--- config.mk ---
export PLATFORM = sky130hd
export DESIGN_NAME = bank_switch_mapper_with_scanline_irq_top
export DESIGN_NICKNAME = d
export VERILOG_FILES = /design/src/sv/bsm_pkg.sv /design/src/sv/bank_switch_mapper_with_scanline_irq_top.sv
export VERILOG_INCLUDE_DIRS = /design/src /design/src/sv
export SDC_FILE = /design/constraint.sdc
export NUM_CORES = 1
export LEC_CHECK = 0
export BUFFER_PORTS_ARGS = -buffer_cell sky130_fd_sc_hd__clkbuf_2
export CAP_MARGIN = 20
export CORE_MARGIN = 10
export CORE_UTILIZATION = 60
export DETAILED_ROUTE_END_ITERATION = 16
export MAX_ROUTING_LAYER = met4
export PLACE_DENSITY = 0.8
export SETUP_SLACK_MARGIN = 0.2
export SLEW_MARGIN = 20
export SYNTH_ARGS = -nofsm -noshare
export SYNTH_HDL_FRONTEND = slang
export SYNTH_SLANG_ARGS = --single-unit
--- constraint.sdc ---
create_clock -name clk -period 6.1 [get_ports clk]
set_clock_uncertainty 0.2 [all_clocks]
set_input_delay 0.915 -clock clk [delete_from_list [all_inputs] [get_ports clk]]
set_output_delay 0.915 -clock clk [all_outputs]
set_load 0.05 [all_outputs]
--- src/sv/bank_switch_mapper_with_scanline_irq_top_assert.svh ---
// Assertion macros for the bank mapper top level.
`ifndef BANK_SWITCH_MAPPER_WITH_SCANLINE_IRQ_TOP_ASSERT_SVH
`define BANK_SWITCH_MAPPER_WITH_SCANLINE_IRQ_TOP_ASSERT_SVH

`ifndef SYNTHESIS

// a holds in this cycle, so b holds in the same cycle
`define BSM_ASSERT_NOW(label, clk, rst_n, a, b, msg) \
  label: assert property (@(posedge clk) disable iff (!rst_n) (a) |-> (b)) \
    else $error(msg);

// a holds in this cycle, so b holds in the next one
`define BSM_ASSERT_NEXT(label, clk, rst_n, a, b, msg) \
  label: assert property (@(posedge clk) disable iff (!rst_n) (a) |=> (b)) \
    else $error(msg);

`else

`define BSM_ASSERT_NOW(label, clk, rst_n, a, b, msg)
`define BSM_ASSERT_NEXT(label, clk, rst_n, a, b, msg)

`endif

`endif

--- src/sv/bsm_pkg.sv ---
// Package for the bank mapper: operation codes, select codes and bank helpers.
`timescale 1ns / 1ps

package bsm_pkg;

  // Default widths of stored bank numbers
  localparam int PRG_BANK_BITS = 6;
  localparam int CHR_BANK_BITS = 8;

  // Program ROM page count after reset
  localparam logic [5:0] PAGE_COUNT_RESET = 6'd32;

  // Operation carried by one input word
  typedef enum logic [2:0] {
    OP_CPU_READ   = 3'd0,
    OP_CPU_WRITE  = 3'd1,
    OP_PPU_READ   = 3'd2,
    OP_SCAN_TICK  = 3'd3,
    OP_IRQ_POLL   = 3'd4
  } op_t;

  // Memory select codes
  localparam logic [1:0] MEM_NONE = 2'd0;
  localparam logic [1:0] MEM_PRG  = 2'd1;
  localparam logic [1:0] MEM_WRAM = 2'd2;
  localparam logic [1:0] MEM_CHR  = 2'd3;

  // Control register groups, address bits 14:13 of a write at 0x8000 and up
  localparam logic [1:0] CTL_BANK   = 2'd0;
  localparam logic [1:0] CTL_MIRROR = 2'd1;
  localparam logic [1:0] CTL_COUNT  = 2'd2;
  localparam logic [1:0] CTL_IRQ    = 2'd3;

  // 8K bank number twice the page count less sub, modulo 256
  function automatic logic [7:0] bank_below(input logic [5:0] pages, input logic [1:0] sub);
    logic [7:0] twice;
    twice = {1'b0, pages, 1'b0};
    return twice - {6'd0, sub};
  endfunction

endpackage

--- src/sv/bank_switch_mapper_with_scanline_irq_top.sv ---
// Bank mapper top level: address translation, control registers, scanline IRQ counter.
//
//  channel | dir | handshake              | payload
//  in_     | in  | in_tvalid / in_tready  | tuser op, tdata address and data
//  out_    | out | out_tvalid / out_tready| tuser mem_select, tdata translated access
//  cfg_    | in  | cfg_valid / cfg_ready  | cfg_data program ROM page count
//
// One word a cycle unless the output stalls: each accepted word updates the state at
// the accept edge and its result sits in the output register (the only register on
// the path) the cycle after; in_tready follows out_tready when a result is held.
// Reset (rst_n low, synchronous) restores the power-on banks and clears the IRQ.
// cfg_ready is always high.
`timescale 1ns / 1ps

module bank_switch_mapper_with_scanline_irq_top #(
  parameter int PRG_BANK_BITS = bsm_pkg::PRG_BANK_BITS,
  parameter int CHR_BANK_BITS = bsm_pkg::CHR_BANK_BITS
) (
  input  logic        clk,
  input  logic        rst_n,
  // input stream
  input  logic        in_tvalid,
  output logic        in_tready,
  input  logic [2:0]  in_tuser,   // [2:0] op
  input  logic [23:0] in_tdata,   // [15:0] address, [23:16] data
  // result stream
  output logic        out_tvalid,
  input  logic        out_tready,
  output logic [1:0]  out_tuser,  // [1:0] mem_select
  output logic [23:0] out_tdata,  // [0] mem_write, [19:1] mem_address,
                                  // [20] mirror_horizontal, [21] irq_line, [22] irq_taken
  // configuration write
  input  logic        cfg_valid,
  output logic        cfg_ready,
  input  logic [5:0]  cfg_data    // program ROM page count
);

  `include "bank_switch_mapper_with_scanline_irq_top_assert.svh"

  logic                     in_acc;
  logic                     cfg_acc;
  logic [15:0]              in_addr;
  logic [7:0]               in_data;
  bsm_pkg::op_t             in_op;

  // architectural state
  logic [5:0]               pages_r, pages_nxt;
  logic [2:0]               target_r, target_nxt;
  logic                     prg_swap_r, prg_swap_nxt;
  logic                     chr_inv_r, chr_inv_nxt;
  logic [7:0]               bank_r [8];
  logic [7:0]               bank_nxt [8];
  logic [PRG_BANK_BITS-1:0] prg_slot_r [4];
  logic [PRG_BANK_BITS-1:0] prg_slot_nxt [4];
  logic [CHR_BANK_BITS-1:0] chr_slot_r [8];
  logic [CHR_BANK_BITS-1:0] chr_slot_nxt [8];
  logic                     mirror_r, mirror_nxt;
  logic [7:0]               count_r, count_nxt;
  logic [7:0]               reload_r, reload_nxt;
  logic                     irq_en_r, irq_en_nxt;
  logic                     irq_pend_r, irq_pend_nxt;

  // output register
  logic                     out_valid_r;
  logic [1:0]               out_sel_r;
  logic                     out_wr_r;
  logic [18:0]              out_addr_r;
  logic                     out_mirror_r;
  logic                     out_irq_r;
  logic                     out_taken_r;

  // result of the word being accepted
  logic [1:0]               res_sel;
  logic                     res_wr;
  logic [18:0]              res_addr;
  logic                     res_taken;
  logic [31:0]              prg_wide;
  logic [31:0]              chr_wide;

  assign in_acc    = in_tvalid && in_tready;
  assign cfg_acc   = cfg_valid && cfg_ready;
  assign in_tready = !out_valid_r || out_tready;
  assign cfg_ready = 1'b1;
  assign in_addr   = in_tdata[15:0];
  assign in_data   = in_tdata[23:16];
  assign in_op     = bsm_pkg::op_t'(in_tuser);

  // translated addresses from the current slot tables
  assign prg_wide = (32'(prg_slot_r[in_addr[14:13]]) << 13) | {19'd0, in_addr[12:0]};
  assign chr_wide = (32'(chr_slot_r[in_addr[12:10]]) << 10) | {22'd0, in_addr[9:0]};

  // next state and result
  always_comb begin
    pages_nxt    = pages_r;
    target_nxt   = target_r;
    prg_swap_nxt = prg_swap_r;
    chr_inv_nxt  = chr_inv_r;
    bank_nxt     = bank_r;
    prg_slot_nxt = prg_slot_r;
    chr_slot_nxt = chr_slot_r;
    mirror_nxt   = mirror_r;
    count_nxt    = count_r;
    reload_nxt   = reload_r;
    irq_en_nxt   = irq_en_r;
    irq_pend_nxt = irq_pend_r;
    res_sel      = bsm_pkg::MEM_NONE;
    res_wr       = 1'b0;
    res_addr     = 19'd0;
    res_taken    = 1'b0;

    if (in_acc) begin
      case (in_op)
        bsm_pkg::OP_CPU_READ, bsm_pkg::OP_CPU_WRITE: begin
          if (in_addr[15:13] == 3'b011) begin
            // work RAM window
            res_sel  = bsm_pkg::MEM_WRAM;
            res_wr   = (in_op == bsm_pkg::OP_CPU_WRITE);
            res_addr = {6'd0, in_addr[12:0]};
          end else if (in_addr[15]) begin
            if (in_op == bsm_pkg::OP_CPU_READ) begin
              res_sel  = bsm_pkg::MEM_PRG;
              res_addr = prg_wide[18:0];
            end else begin
              // control register write
              case (in_addr[14:13])
                bsm_pkg::CTL_BANK: begin
                  if (!in_addr[0]) begin
                    target_nxt   = in_data[2:0];
                    prg_swap_nxt = in_data[6];
                    chr_inv_nxt  = in_data[7];
                  end else begin
                    bank_nxt[target_r] = in_data;
                    // rebuild CHR slots: pairs in one half, singles in the other
                    for (int i = 0; i < 4; i++) begin
                      chr_slot_nxt[{chr_inv_r, 2'(i)}] =
                        CHR_BANK_BITS'({bank_nxt[3'(i >> 1)][7:1], 1'(i & 1)});
                      chr_slot_nxt[{~chr_inv_r, 2'(i)}] =
                        CHR_BANK_BITS'(bank_nxt[3'(i + 2)]);
                    end
                    // rebuild PRG slots
                    if (prg_swap_r) begin
                      prg_slot_nxt[2] = PRG_BANK_BITS'(bank_nxt[6]);
                      prg_slot_nxt[0] = PRG_BANK_BITS'(bsm_pkg::bank_below(pages_r, 2'd2));
                    end else begin
                      prg_slot_nxt[0] = PRG_BANK_BITS'(bank_nxt[6]);
                      prg_slot_nxt[2] = PRG_BANK_BITS'(bsm_pkg::bank_below(pages_r, 2'd2));
                    end
                    prg_slot_nxt[1] = PRG_BANK_BITS'(bank_nxt[7]);
                    prg_slot_nxt[3] = PRG_BANK_BITS'(bsm_pkg::bank_below(pages_r, 2'd1));
                  end
                end
                bsm_pkg::CTL_MIRROR: begin
                  // odd address is RAM protect, ignored
                  if (!in_addr[0]) mirror_nxt = in_data[0];
                end
                bsm_pkg::CTL_COUNT: begin
                  if (!in_addr[0]) reload_nxt = in_data;
                  else             count_nxt  = 8'd0;
                end
                bsm_pkg::CTL_IRQ: begin
                  if (!in_addr[0]) begin
                    irq_en_nxt   = 1'b0;
                    irq_pend_nxt = 1'b0;
                  end else begin
                    irq_en_nxt   = 1'b1;
                  end
                end
                default: ;
              endcase
            end
          end
        end
        bsm_pkg::OP_PPU_READ: begin
          res_sel  = bsm_pkg::MEM_CHR;
          res_addr = chr_wide[18:0];
        end
        bsm_pkg::OP_SCAN_TICK: begin
          // reload on zero, else count down; raise IRQ on reaching zero when enabled
          if (count_r == 8'd0) count_nxt = reload_r;
          else                 count_nxt = count_r - 8'd1;
          if (count_nxt == 8'd0 && irq_en_r) irq_pend_nxt = 1'b1;
        end
        bsm_pkg::OP_IRQ_POLL: begin
          if (irq_pend_r) begin
            irq_pend_nxt = 1'b0;
            res_taken    = 1'b1;
          end
        end
        default: ;
      endcase
    end

    // page count write refreshes the fixed PRG slots
    if (cfg_acc) begin
      pages_nxt       = cfg_data;
      prg_slot_nxt[3] = PRG_BANK_BITS'(bsm_pkg::bank_below(cfg_data, 2'd1));
      if (prg_swap_r) prg_slot_nxt[0] = PRG_BANK_BITS'(bsm_pkg::bank_below(cfg_data, 2'd2));
      else            prg_slot_nxt[2] = PRG_BANK_BITS'(bsm_pkg::bank_below(cfg_data, 2'd2));
    end
  end

  // state registers
  always_ff @(posedge clk) begin
    if (!rst_n) begin
      pages_r     <= bsm_pkg::PAGE_COUNT_RESET;
      target_r    <= 3'd0;
      prg_swap_r  <= 1'b0;
      chr_inv_r   <= 1'b0;
      for (int i = 0; i < 8; i++) begin
        bank_r[i]     <= 8'd0;
        chr_slot_r[i] <= CHR_BANK_BITS'(i);
      end
      prg_slot_r[0] <= '0;
      prg_slot_r[1] <= PRG_BANK_BITS'(1);
      prg_slot_r[2] <= PRG_BANK_BITS'(bsm_pkg::bank_below(bsm_pkg::PAGE_COUNT_RESET, 2'd2));
      prg_slot_r[3] <= PRG_BANK_BITS'(bsm_pkg::bank_below(bsm_pkg::PAGE_COUNT_RESET, 2'd1));
      mirror_r    <= 1'b0;
      count_r     <= 8'd0;
      reload_r    <= 8'd0;
      irq_en_r    <= 1'b0;
      irq_pend_r  <= 1'b0;
      out_valid_r <= 1'b0;
    end else begin
      pages_r     <= pages_nxt;
      target_r    <= target_nxt;
      prg_swap_r  <= prg_swap_nxt;
      chr_inv_r   <= chr_inv_nxt;
      bank_r      <= bank_nxt;
      prg_slot_r  <= prg_slot_nxt;
      chr_slot_r  <= chr_slot_nxt;
      mirror_r    <= mirror_nxt;
      count_r     <= count_nxt;
      reload_r    <= reload_nxt;
      irq_en_r    <= irq_en_nxt;
      irq_pend_r  <= irq_pend_nxt;
      if (in_acc)          out_valid_r <= 1'b1;
      else if (out_tready) out_valid_r <= 1'b0;
    end
  end

  // result payload, loaded on accept
  always_ff @(posedge clk) begin
    if (in_acc) begin
      out_sel_r    <= res_sel;
      out_wr_r     <= res_wr;
      out_addr_r   <= res_addr;
      out_mirror_r <= mirror_nxt;
      out_irq_r    <= irq_pend_nxt;
      out_taken_r  <= res_taken;
    end
  end

  assign out_tvalid = out_valid_r;
  assign out_tuser  = out_sel_r;
  assign out_tdata  = {1'b0, out_taken_r, out_irq_r, out_mirror_r, out_addr_r, out_wr_r};

  // checks
  `BSM_ASSERT_NEXT(a_acc_gives_result, clk, rst_n, in_acc, out_valid_r,
    "accepted word left no result")
  `BSM_ASSERT_NEXT(a_poll_clears_irq, clk, rst_n,
    in_acc && (in_op == bsm_pkg::OP_IRQ_POLL), !irq_pend_r,
    "IRQ still pending after poll")
  `BSM_ASSERT_NEXT(a_cfg_last_bank, clk, rst_n, cfg_acc,
    prg_slot_r[3] == PRG_BANK_BITS'(bsm_pkg::bank_below(pages_r, 2'd1)),
    "last PRG slot not fixed after page count write")
  `BSM_ASSERT_NOW(a_taken_clears_line, clk, rst_n, out_valid_r && out_taken_r, !out_irq_r,
    "IRQ line high on a taken poll")

endmodule
==> After elaboration in Yosys (flattened, before gate mapping) <==
Cells that the tools add are included.
{ "word_totals": {"word_cells": 207, "inputBits": 38, "ff_bits": 207, "output_inout_bits": 29} }
{ "classes": {"eq_ne": 15, "n_addsub": 5, "n_lt_le_gt_ge": 20, "bitwise": 17, "n_reduce_logical": 32, "mux": 82} }
{ "ops": {"columns": ["cell", "n"], "rows": [
  ["bitwise mux 64 bit", 9],
  ["demux 8 bit (select 3 bit)", 9],
  ["two-way mux 24 bit", 7],
  ["two-way mux 8 bit", 19],
  ["two-way mux 19 bit", 3],
  ["two-way mux 6 bit", 7],
  ["greater-or-equal comparator 4 bit (second input constant)", 10],
  ["NOT 3 -> 4 bit", 10],
  ["case mux 19 bit (2 select lines)", 1],
  ["< comparator 4 x 1 -> 1 bit (second input constant)", 9],
  ["AND reduction 7 bit", 5],
  ["binary-select mux 8 bit (select 3 bit)", 1],
  ["two-way mux 1 bit", 20],
  ["bitwise OR 19 x 13 -> 19 bit", 1],
  ["bitwise OR 18 x 10 -> 18 bit", 1],
  ["logical NOT 8 bit", 2],
  ["case mux 8 bit (2 select lines)", 1],
  ["nonzero test 2 bit", 7],
  ["binary-select mux 6 bit (select 2 bit)", 1],
  ["two-way mux 12 bit", 1],
  ["inequality test 2 bit (second input constant)", 6],
  ["subtractor 6 x 1 -> 6 bit (second input constant)", 2],
  ["subtractor 6 x 2 -> 6 bit (second input constant)", 2],
  ["logical AND 1 bit", 11],
  ["other kinds (20)", 26]
]} }

==> Logic depth before layout (Yosys ltp) <==
{ "depth": {"ltp_word": 16, "mapped_depth": 11, "mapped_depth_nobuf": 8} }

==> Worst setup path before layout <==
Ideal clock, no wire load.
{ "synth_path": {"kind": "in2reg", "start": "input port out_tready", "end": "register count_r[4]", "arrival_time_ps": 3429, "path_stages": 8, "setup_ps": 115, "required_ps": 5785, "n_path_buf": 2, "slack_ps": 2356, "path_cell_list": "nand2b_1 and2_0 clkbuf_1 or4b_1 clkbuf_1 a31oi_1 o22ai_1 and2_1"} }
{ "synth_between": {"elab_chain_len": 3} }
{ "synth_lines": {"columns": ["element", "line", "text"], "rows": [
  ["start, declared", "bank_switch_mapper_with_scanline_irq_top.sv:28", "input logic out_tready,"],
  ["logical OR 1 bit", "bank_switch_mapper_with_scanline_irq_top.sv:82", "assign in_tready = !out_valid_r || out_tready;"],
  ["logical AND 1 bit", "bank_switch_mapper_with_scanline_irq_top.sv:80", "assign in_acc = in_tvalid && in_tready;"],
  ["named net in_acc", "bank_switch_mapper_with_scanline_irq_top.sv:40", "logic in_acc;"],
  ["AND reduction 7 bit (no line)", null, null],
  ["end signal, assigned", "bank_switch_mapper_with_scanline_irq_top.sv:232", "count_r <= count_nxt;"],
  ["end, declared", "bank_switch_mapper_with_scanline_irq_top.sv:58", "logic [7:0] count_r, count_nxt;"]
]} }
The timed path passes the listed nets, and every way through them passes these cells.
A chain may end at the register's enable or synchronous reset.

==> Final worst setup path <==
{ "layout_path": {"start": "input port in_tuser[0]", "end": "register chr_slot_r[16] in the netlist's numbering"} }
{ "layout_between": {"elab_chain_len": 3, "word_cells_on_any_way": 5, "cone_classes": "eq/ne (1); bitwise (1); reduce/logical (3)"} }
{ "layout_lines": {"columns": ["element", "line", "text"], "rows": [
  ["start, declared", "bank_switch_mapper_with_scanline_irq_top.sv:24", "input logic [2:0] in_tuser,"],
  ["equality test 3 x 1 -> 1 bit or logical NOT 3 bit (tied branches)", "bank_switch_mapper_with_scanline_irq_top.sv:112, bank_switch_mapper_with_scanline_irq_top.sv:120", null],
  ["OR reduction 2 bit or NOT 1 bit (tied branches)", null, null],
  ["AND reduction 7 bit (no line) (*)", null, null],
  ["end signal, assigned by index", "bank_switch_mapper_with_scanline_irq_top.sv:211", "chr_slot_r[i] <= CHR_BANK_BITS'(i);"],
  ["end signal, assigned", "bank_switch_mapper_with_scanline_irq_top.sv:230", "chr_slot_r <= chr_slot_nxt;"],
  ["end, declared", "bank_switch_mapper_with_scanline_irq_top.sv:55", "logic [CHR_BANK_BITS-1:0] chr_slot_r [8];"]
]} }
Mark *: on every way between the ends. The rest lies on a longest branch, timed or not.

==> impl_metrics.tcl <==
set metrics [dict create \
    syn_avg_cell_area_um2 9.48 \
    crit_buf_inv 2 \
    cts_max_path_buffers 2 \
    via_per_inst 6.00 \
    fill_cells 1087 \
    synth_warnings 0 \
    ctsResizeCount 0 \
    max_freq_ghz 0.295 \
    dpl_worst_slack_ns 2.33 \
    clkSinkCount 180 \
    grt_overflow_total 0 \
    grt_max_degree 93 \
    gp_congestion 0.885 \
    fin_crit_sh_pct 55.7 \
    p_sw_share_pct 23.4 \
    n_antenna_cell 0 \
    required_ns 6.19 \
    worstSetupEndpointType "register" \
    syn_nets 956 \
    dpl_cell_area_um2 8950 \
    netlist_instances 914 \
    tns_ns 0 \
    fp.dieW_um 140 \
    slowest_delay_ns 0.71 \
    finalWorstSetupSlack_ns 2.70 \
    first_global_vias 6397 \
    drt_wl_total_mm 20.3 \
    critPathArrivalTime_ns 3.49 \
    min_period_ns 3.40 \
    hold_buffers 0 \
    cpLargestDelayFamily "simple AND/OR/NAND/NOR gates" \
    htree_levels 4 \
    wl_per_cell_um 18.1 \
    final_util_pct 68.1 \
    clk_pin_slew_ns 0.06 \
    die_h_um 140 \
    cp_slowest_cell "nor2b_4" \
    stdcell_area_um2 9530 \
    synth.distinct_cells 58 \
    port_buffers 63 \
    via_count 6709 \
    gr-usage-all-layers_pct 21.2 \
    synth-edff-count 25 \
    rsz0062_at_grt "no" \
    ant_nets 0 \
    hp-start "chr_slot_r[19]$_SDFFE_PN0P_" \
    cp_max_fo 50 \
    synthToLayoutAreaGrowth_pct 9.95 \
    p_switching_uw 585 \
    synthFlopType "dfxtp_1" \
    setup_viol 0 \
    start_util_pct 61.9 \
    worst_pin_slew_ns 0.945 \
    postCtsSetupBuffers 0 \
    firstDrtPassIters 5 \
    p_comb_share_pct 7.5 \
    grt_pass1_wl_mm 33.2 \
    drv_slew 0 \
    p_leak_nw 4.07 \
    drive_gt1_share_pct 14.2 \
    pin_count 67 \
    ys_ff_latch 180 \
    clkPwrFrac_pct 43.3 \
    clock-root-buffer "clkbuf_16" \
    hold_viol 0 \
    antenna_found_initial 0 \
    peakVddDrop_uv 223 \
    sequentialPowerShare_pct 49.2 \
    final_nets 968 \
    hp-class "reg2reg" \
    clk_latency_ns 0.43 \
    synth_area_um2 8660 \
    cp-start-kind "input pin" \
    synthArstFlopShare_pct 0 \
    cts-buffers-inserted 17 \
    seq_area_frac_synth_pct 44.5 \
    worstPathCellList "clkbuf_2, nor4bb_1, nand3_1, nor2b_4, buf_4, nand2_1, o22ai_1, nand2_1" \
    crit_start "in_tuser[0]" \
    maxSlewHeadroom_pct 36.6 \
    die_area_um2 19600 \
    dp_hpwl_mm 13.1 \
    drv_cap 0 \
    crit_top_cell "nand2_1" \
    status "completed" \
    drc 0 \
    power_density_nw_per_um2 262 \
    rows 43 \
    coreArea_um2 14000 \
    r2r-start "count_r[0]$_SDFFE_PN0P_" \
    holdWs_ns 0.248 \
    crit_type "in2reg" \
    intPower_mw 1.91 \
    drtIter0Drc 556 \
    cts_tree "done" \
]
==> power by group through the flow <==
stage	Sequential (mW)	Clock [mW]	Combinational (mW)
2_1_floorplan	1.29	0	0.104
3_3_place_gp	1.25	0	0.185
3_5_place_dp	1.26	0	0.187
4_1_cts	1.23	1.09	0.189
5_1_grt	1.23	1.14	0.203
6_report	1.23	1.08	0.188
==> cell usage in the layout, fill, tap and decap left out, types with 6 or more instances in the layout <==
| cell | Yosys | layout |
|---|---|---|
| nor2_1 | 43 | 43 |
| nor2b_1 | 45 | 44 |
| a21boi_1 | 16 | 16 |
| a21boi_0 | 11 | 11 |
| mux4_2 | 22 | 22 |
| o21ai_0 | 29 | 29 |
| a22oi_1 | 6 | 6 |
| inv_1 | 17 | 17 |
| buf_4 | 6 | 10 |
| o21a_1 | 22 | 22 |
| o22ai_1 | 9 | 9 |
| a21oi_1 | 37 | 37 |
| o211ai_1 | 7 | 7 |
| dfxtp_1 | 155 | 155 |
| xnor2_1 | 6 | 6 |
| o21ai_1 | 9 | 9 |
| and2_1 | 42 | 43 |
| nand3_1 | 26 | 26 |
| clkbuf_2 | 1 | 62 |
| o211a_1 | 29 | 29 |
| a211oi_1 | 20 | 20 |
| clkbuf_16 | 0 | 17 |
| a21o_1 | 7 | 7 |
| nand2_1 | 123 | 123 |
| edfxtp_1 | 25 | 25 |
| mux2i_1 | 66 | 66 |
==> synthesized netlist by cell type (4+ instances only) <==
cell,number,area share [%]
a211oi_1,20,1.7
a21boi_0,11,0.95
a21boi_1,16,1.4
a21o_1,7,0.61
a21oi_1,37,2.1
a22oi_1,6,0.52
and2_1,42,3.0
buf_2,5,0.29
buf_4,6,0.52
clkbuf_1,63,2.7
dfxtp_1,155,36
edfxtp_1,25,8.7
ha_1,4,0.58
inv_1,17,0.74
mux2_2,5,0.65
mux2i_1,66,7.6
mux4_2,22,5.7
nand2_1,123,5.3
nand3_1,26,1.5
nor2_1,43,1.9
nor2b_1,45,3.2
nor3_1,5,0.29
nor3b_1,5,0.43
o211a_1,29,3.4
o211ai_1,7,0.61
o21a_1,22,1.9
o21ai_0,29,1.7
o21ai_1,9,0.52
o22ai_1,9,0.65
or4_1,5,0.43
xnor2_1,6,0.61
==> final timing paths <==
path,end,slack [ns],cells after the start
worst max-delay path,chr_slot_r[16]$_SDFFE_PN1P_,2.70,8
worst min-delay path,chr_slot_r[19]$_SDFFE_PN0P_,0.25,2
worst min register to register,chr_slot_r[19]$_SDFFE_PN0P_,0.25,2
worst max register to register,out_irq_r$_DFFE_PP_,3.12,8
==> worst register-to-register path, cell delays in order (launching register included) <==
cell and delay (ns):
dfxtp_1 0.39, inv_1 0.11, ha_1 0.16, or4b_4 0.49, or4_1 0.66, nand4_1 0.20, o31ai_1 0.10, a41oi_1 0.31
nor2_1 0.10
==> routing by layer <==
metal | wire length [µm] | up-vias | GRT usage, %
met4 | 475 | 0 | 7.55
li1 | - | 3254 | -
met2 | 9910 | 182 | 33.7
met3 | 1080 | 32 | 4.94
met1 | 8780 | 3241 | 25.8
met5 | 0 | - | -
==> flip-flops by register name, summed over array words and instances, names as in the netlist, 2 cells and up <==
signal      count
out_addr_r     19
bank_r         42
out_tuser       2
target_r        3
reload_r        8
prg_slot_r     19
count_r         8
chr_slot_r     64
pages_r         5
==> kinds of logic (layout without fill, tap and decap cells) <==
family / after synthesis / in the layout / synth area share, %
mux: 93 / 93 / 14.0
other cells: 2 / 2 / 0.0867
simple gates: 319 / 319 / 18.4
fa+ha+maj: 4 / 4 / 0.578
xor+xnor: 8 / 8 / 0.809
compound gates: 212 / 212 / 17.0
buf+inv: 96 / 121 / 4.59
flops: 180 / 180 / 44.5
==> layout make-up <==
cell class                 count  area [µm²]  share of cell area (%)
clock buffer                  23         478                    5.02
clock inverter                 9         100                    1.05
inverter                      17        63.8                   0.670
multi-input combinational    638        4420                    46.4
sequential                   180        3850                    40.5
tap                          180         225                    2.36
timing repair buffer          72         385                    4.05
==> through the flow <==
step	power, mW	instances
after floorplan	1.39	914
after global placement	1.44	1087
after detailed placement	1.44	1087
after CTS	2.51	1119
after global routing	2.58	1119
final	2.50	1119
Power figures use the tool's default switching activity.
